<file path="src/hw/rtl/egc_cpa_div.sv">
// Pipelined restoring divider for the CPA time: one quotient bit per stage.
// No package dependencies; widths come only through parameters.
`default_nettype none
module egc_cpa_div #(
    parameter int NUM_BITS = 61,
    parameter int DEN_BITS = 42,
    parameter int TAG_BITS = 8
) (
    input  wire logic                clk,
    input  wire logic                rst_n,
    input  wire logic                adv,
    input  wire logic                in_valid,
    input  wire logic [NUM_BITS-1:0] in_num,
    input  wire logic [DEN_BITS-1:0] in_den,
    input  wire logic [15:0]         in_lim,
    input  wire logic [TAG_BITS-1:0] in_tag,
    output logic                     out_valid,
    output logic [15:0]              out_quot,
    output logic                     out_sat,
    output logic [15:0]              out_lim,
    output logic [TAG_BITS-1:0]      out_tag
);
    localparam int NST = 17;

    // a 17-bit quotient covers every value up to lim+1 and beyond
    logic                valid_reg [1:NST];
    logic [NUM_BITS-1:0] rem_reg   [1:NST];
    logic [DEN_BITS-1:0] den_reg   [1:NST];
    logic [16:0]         q_reg     [1:NST];
    logic [15:0]         lim_reg   [1:NST];
    logic [TAG_BITS-1:0] tag_reg   [1:NST];

    // one quotient bit per stage, msb first (bit 16 down to 0)
    for (genvar g = 0; g < NST; g++)
    begin : g_st
        localparam int SH = NST - 1 - g;
        logic                 cur_valid;
        logic [NUM_BITS-1:0]  cur_rem;
        logic [DEN_BITS-1:0]  cur_den;
        logic [16:0]          cur_q;
        logic [15:0]          cur_lim;
        logic [TAG_BITS-1:0]  cur_tag;
        logic [NUM_BITS+17:0] dsh;
        logic                 take;
        // feed the first stage straight from the inputs
        if (g == 0)
        begin : g_src
            assign cur_valid = in_valid;
            assign cur_rem   = in_num;
            assign cur_den   = in_den;
            assign cur_q     = '0;
            assign cur_lim   = in_lim;
            assign cur_tag   = in_tag;
        end
        else
        begin : g_src
            assign cur_valid = valid_reg[g];
            assign cur_rem   = rem_reg[g];
            assign cur_den   = den_reg[g];
            assign cur_q     = q_reg[g];
            assign cur_lim   = lim_reg[g];
            assign cur_tag   = tag_reg[g];
        end
        assign dsh  = {{(NUM_BITS+18-DEN_BITS){1'b0}}, cur_den} << SH;
        assign take = {18'd0, cur_rem} >= dsh;
        always_ff @(posedge clk or negedge rst_n)
        begin
            if (!rst_n)
                valid_reg[g+1] <= 1'b0;
            else if (adv)
                valid_reg[g+1] <= cur_valid;
        end
        always_ff @(posedge clk)
        begin
            if (adv)
            begin
                rem_reg[g+1] <= take ? cur_rem - dsh[NUM_BITS-1:0] : cur_rem;
                den_reg[g+1] <= cur_den;
                q_reg[g+1]   <= cur_q | (take ? (17'd1 << SH) : 17'd0);
                lim_reg[g+1] <= cur_lim;
                tag_reg[g+1] <= cur_tag;
            end
        end
    end

    // q > lim saturates
    assign out_valid = valid_reg[NST];
    assign out_sat   = q_reg[NST] > {1'b0, lim_reg[NST]};
    assign out_quot  = out_sat ? lim_reg[NST] : q_reg[NST][15:0];
    assign out_lim   = lim_reg[NST];
    assign out_tag   = tag_reg[NST];
endmodule
`default_nettype wire

</file>
<file path="config.mk">
export PLATFORM = sky130hd
export DESIGN_NAME = egc_cpa_div
export DESIGN_NICKNAME = d
export VERILOG_FILES = /design/src/hw/rtl/egc_cpa_div.sv
export SDC_FILE = /design/constraint.sdc
export NUM_CORES = 2
export LEC_CHECK = 0
export ABC_CLOCK_PERIOD_IN_PS = 4480
export BUFFER_PORTS_ARGS = -buffer_cell sky130_fd_sc_hd__buf_2
export CAP_MARGIN = 25
export CORE_UTILIZATION = 30
export CTS_BUF_LIST = sky130_fd_sc_hd__clkbuf_16
export DETAILED_ROUTE_END_ITERATION = 12
export PLACE_DENSITY_LB_ADDON = 0.15
export SLEW_MARGIN = 20
export SYNTH_ARGS = -nofsm -noshare
export SYNTH_HDL_FRONTEND = slang
export SYNTH_SLANG_ARGS = --single-unit
</file>
<file path="constraint.sdc">
create_clock -name clk -period 4.48 [get_ports clk]
set_clock_uncertainty 0.1 [all_clocks]
set_input_delay 0.224 -clock clk [delete_from_list [all_inputs] [get_ports clk]]
set_output_delay 0.224 -clock clk [all_outputs]
set_load 0.005 [all_outputs]
</file>
==> impl_results.rst <==
.. list-table::
   :header-rows: 1

   * - Metric
     - Value
   * - Unrepaired setup endpoints after global routing
     - true
   * - Routed Wire Length
     - 340,800 um
   * - Number of flip-flops in the largest register
     - 976
   * - Element type at the critical path start
     - flop
   * - Critical Path End Type
     - output pin
   * - Combinational share of power
     - 41.1%
   * - Count of unique library cells instantiated by Yosys
     - 91
   * - Run status
     - finished, final reports clean
   * - Vias post-DR
     - 84,810
   * - Startpoint of the tightest hold check path
     - in_num[33]
   * - Final hold vios
     - 0
   * - Flop pwr share
     - 35.2%
   * - CTS tree
     - yes
   * - Avg Synthesized Cell Area
     - 11.07 sq um
   * - Worst setup margin
     - 0.1199 ns
   * - Largest net degree at the start of global routing
     - 160
   * - Tot Pwr
     - 91.61 mW
   * - Xor and xnor area share after synthesis
     - 5.600%
   * - Reported max-cap violation count
     - 0
   * - Final max-slew violation count
     - 0
   * - Count of pins on the block boundary
     - 173
   * - Vertical extent of the die
     - 636.0 um
   * - Final worst path period need
     - 4.360 ns
   * - Nets
     - 12,530
   * - Post-Place Cell Area
     - 0.1306 sq mm
   * - Fraction of the core area covered by cells at the end of the flow
     - 35.54%
   * - ANT nets after route
     - 0
   * - Clk Latency, worst-skew pair
     - 0.90 ns
   * - # H-tree levels
     - 5
   * - Pre-CTS worst setup slack
     - -0.2633 ns
   * - Sequential cell area fraction in the yosys report
     - 55.36%
   * - Fill cell count
     - 38,950
   * - Maximum fanout encountered on the critical timing path
     - 6
   * - Worst reg2reg path endpoint
     - rem_reg[4][60]$_DFFE_PP_
   * - Critical R2R Launch
     - rem_reg[3][70]$_DFFE_PP_
   * - Worst hold stages
     - 3
   * - Switching part of the total
     - 37.37%
   * - Reg-to-reg setup timing slack
     - 0.21 ns
   * - Remaining routing DRC violations
     - 0
   * - Number of antenna violations at the first check in global routing
     - 1
   * - Headroom to the max-slew limit
     - 33.86%
   * - Asr flop ratio synth
     - 0.7637%
   * - IR Drop Worst-Case VDD
     - 0.3237 mV
   * - Layout Cells excl Fill
     - 17,130
   * - Final-report setup violation count
     - 0
   * - Max Root-Sink Buffers
     - 4
   * - Initial core utilization
     - 30.17%
   * - Wire length of the first global-routing pass
     - 518,100 um
   * - Horizontal die dimension
     - 636.0 um
   * - Arithmetic-cell share of the synthesized area counting full adders, half adders and majority gates
     - 7.840%
   * - Clock root buffer
     - clkbuf_16
   * - Global-route usage over all layers
     - 16.37%
   * - Path class of the lowest-slack min-delay path
     - in2reg
   * - Hold_ws
     - 0.1146 ns
   * - Total power divided by cell area
     - 644.8 mW/mm^2
   * - Arrival @ worst endpoint
     - 4.04 ns
   * - Gate count after technology mapping
     - 10,890
   * - Port-buffer cells
     - 172
   * - Clock slew at the register clock pins of the worst setup and hold paths
     - 0.05 ns
   * - EDFF count, synth
     - 2,209
   * - Via density per instance
     - 4.950
   * - P_sw
     - 34.24 mW
   * - Last weighted congestion value of the routability-driven placer
     - 0.9615
   * - Vias in the first global route
     - 88,810
   * - Post-Layout Inst Area
     - 0.1421 sq mm
   * - FP Rows
     - 232
   * - Static leakage power
     - 56.02 nW
   * - Num Clock Sinks
     - 2,226
   * - Mux cell area share after synthesis
     - 1.506%
   * - Synth Cell Area
     - 0.1206 sq mm
   * - Measured slew at the worst slew-check pin
     - 0.9830 ns
   * - CTS Buf Count
     - 280
   * - Power share of the clock group
     - 23.7%
   * - Detail-routed net length per standard cell
     - 19.89 um
   * - Compound-Gate Fraction of Synth Area
     - 14.83%
   * - Register-to-Register Path Depth
     - 17
   * - Peak clock frequency supported by timing
     - 229.4 MHz
   * - Syn. warnings
     - 0
   * - FF+latch count, synth
     - 2,226
   * - Number of search-and-repair iterations in the first detailed-routing pass
     - 8
   * - Fin crit share
     - 97.32%
   * - Kind of critical path
     - reg2out
   * - Detailed router's first-iteration violation count
     - 4,560
   * - Final setup TNS
     - 0 ns
   * - End point of the most critical hold path
     - rem_reg[0][94]$_DFFE_PP_
   * - Post-placement cell count
     - 16,400
   * - Synthesized Nets
     - 11,770
   * - Area of the die
     - 0.4045 sq mm
   * - Post-detailed-placement half-perimeter wirelength
     - 267,400 um
   * - Layout cell share with drive strength beyond 1
     - 10.80%
   * - Required time at the worst-slack endpoint
     - 4.16 ns
   * - Congestion Overflow GR
     - 0
   * - Main combinational cell family by area after synthesis
     - compound AO/OA/AOI/OAI gates
   * - Design internal power
     - 57.37 mW
   * - Flip-flop cell with the highest count after synthesis
     - edfxtp_1
   * - Layout Area Growth over Synthesis
     - 17.82%
   * - Total core area
     - 0.3997 sq mm
   * - Post-synthesis share of cell area spent on and, or, nand and nor gates
     - 10.78%
placed cells by master (no fill, tap or decap), types with 284 or more instances in the layout:
cell type | Yosys | routed
buf_4 | 0 | 412
edfxtp_1 | 2209 | 2209
ha_1 | 730 | 730
xnor2_1 | 445 | 445
clkbuf_16 | 0 | 284
nor2_1 | 738 | 737
a21o_1 | 438 | 438
o21ai_0 | 703 | 699
nand2_1 | 850 | 849
xor2_1 | 326 | 326
a21oi_1 | 1105 | 1096
inv_1 | 936 | 991
per-layer routing:
| layer | wire [um] | global-route usage (%) | up-vias |
|---|---|---|---|
| met5 | 0 | 0 | - |
| met2 | 181300 | 32.11 | 1880 |
| met3 | 9148 | 1.676 | 873 |
| li1 | - | - | 41480 |
| met4 | 23760 | 10.03 | 0 |
| met1 | 126600 | 16.40 | 40570 |
final cells by class:
cell class,instances,area (sq um),area share (%)
diodes,4,10.01,0.007045
clock buffers,284,7107,5.002
clock inverters,210,1755,1.236
inverters,937,3517,2.476
multi-input cells,7357,49260,34.67
flip-flops and latches,2226,66760,46.99
well taps,5265,6588,4.637
repair buffers,850,7079,4.983
worst max-delay path by stage:
stage / endpoint / cells past startpoint / startpoint
2_1_floorplan: rem_reg[8][2]$_DFFE_PP_ / 14 / rem_reg[7][62]$_DFFE_PP_
3_5_place_dp: rem_reg[8][55]$_DFFE_PP_ / 15 / rem_reg[7][62]$_DFFE_PP_
4_1_cts: out_quot[15] / 16 / q_reg[0][290]$_DFFE_PP_
6_report: out_quot[4] / 15 / q_reg[0][290]$_DFFE_PP_
3_3_place_gp: out_quot[8] / 16 / lim_reg[0][273]$_DFFE_PP_
5_1_grt: out_quot[8] / 16 / lim_reg[0][273]$_DFFE_PP_
cells in the mapped netlist (16+ instances only):
cell       count  area (sq um)
dfrtp_1       17         425.4
xnor2_1      445          3897
o2111ai_1     16         140.1
o211ai_1      37         277.8
a21o_1       438          3288
edfxtp_1    2209         66330
a21boi_0      33         247.7
o21bai_1     129         968.4
nor2_1       738          2770
a31oi_1       83         519.3
a21oi_1     1105          5530
buf_1         39         146.4
or4_1         22         165.2
inv_1        936          3513
nand3b_1      16         120.1
a2111oi_0     19         166.4
nor2b_1      102         638.1
fa_1          16         320.3
nand4b_1      20         175.2
nand2b_1      91         569.3
or2_2         29         181.4
o31ai_1       53         397.9
o21ai_0      703          3518
nor4b_1       16         140.1
and3_1        70         437.9
a211oi_1      64         480.5
nor3_1       145         725.7
buf_2         21         105.1
mux2_2       155          1745
ha_1         730          9134
nand4_1      201          1257
clkbuf_1     309          1160
and2_1        42         262.8
a31o_2        16         140.1
or3_1         53         331.6
o21a_1        83         623.1
xor2_1       326          2855
and4_1        20         175.2
nand3_1      160         800.8
nor4_1       114         713.2
nand2_1      850          3191
timing repair:
action,CTS,global route
pin swaps,2,7
endpoints found under the setup margin,27,83
setup buffers,3,5
cloned,1,0
hold buffers,224,0
resized for setup,17,35
hold endpoints to repair,581,0
critical path, cell delays in order, from the launching register on:
cell       delay, ns
edfxtp_1        0.39
ha_1            0.30
nor2b_1         0.13
o21a_1          0.16
o21ai_1         0.11
nand2b_1        0.08
a21oi_2         0.15
buf_6           0.14
o21ai_4         0.07
a221oi_2        0.29
nor2_1          0.10
a2111oi_4       0.45
a31oi_4         0.11
buf_6           0.19
mux2_4          0.32
buf_6           0.12
cells by family after synthesis:
kind of cell,count (synthesis)
AOI/OAI and AO/OA,2950
xor gates and xnor gates,771
adders and majority gates,746
buffers and inverters,1306
DFF,2226
muxes,162
and+or+nand+nor,2728
power groups by stage:
stage / Clock (mW) / Combinational [mW] / Sequential (mW)
detailed placement: 0 / 37.1 / 32.7
global route: 23.2 / 41.5 / 32.8
finish: 21.7 / 37.7 / 32.3
CTS: 22.5 / 37.5 / 32.3
floorplan: 0 / 25.8 / 31.1
global placement: 0 / 36.9 / 32.8
(Power assumes the default switching activity.)
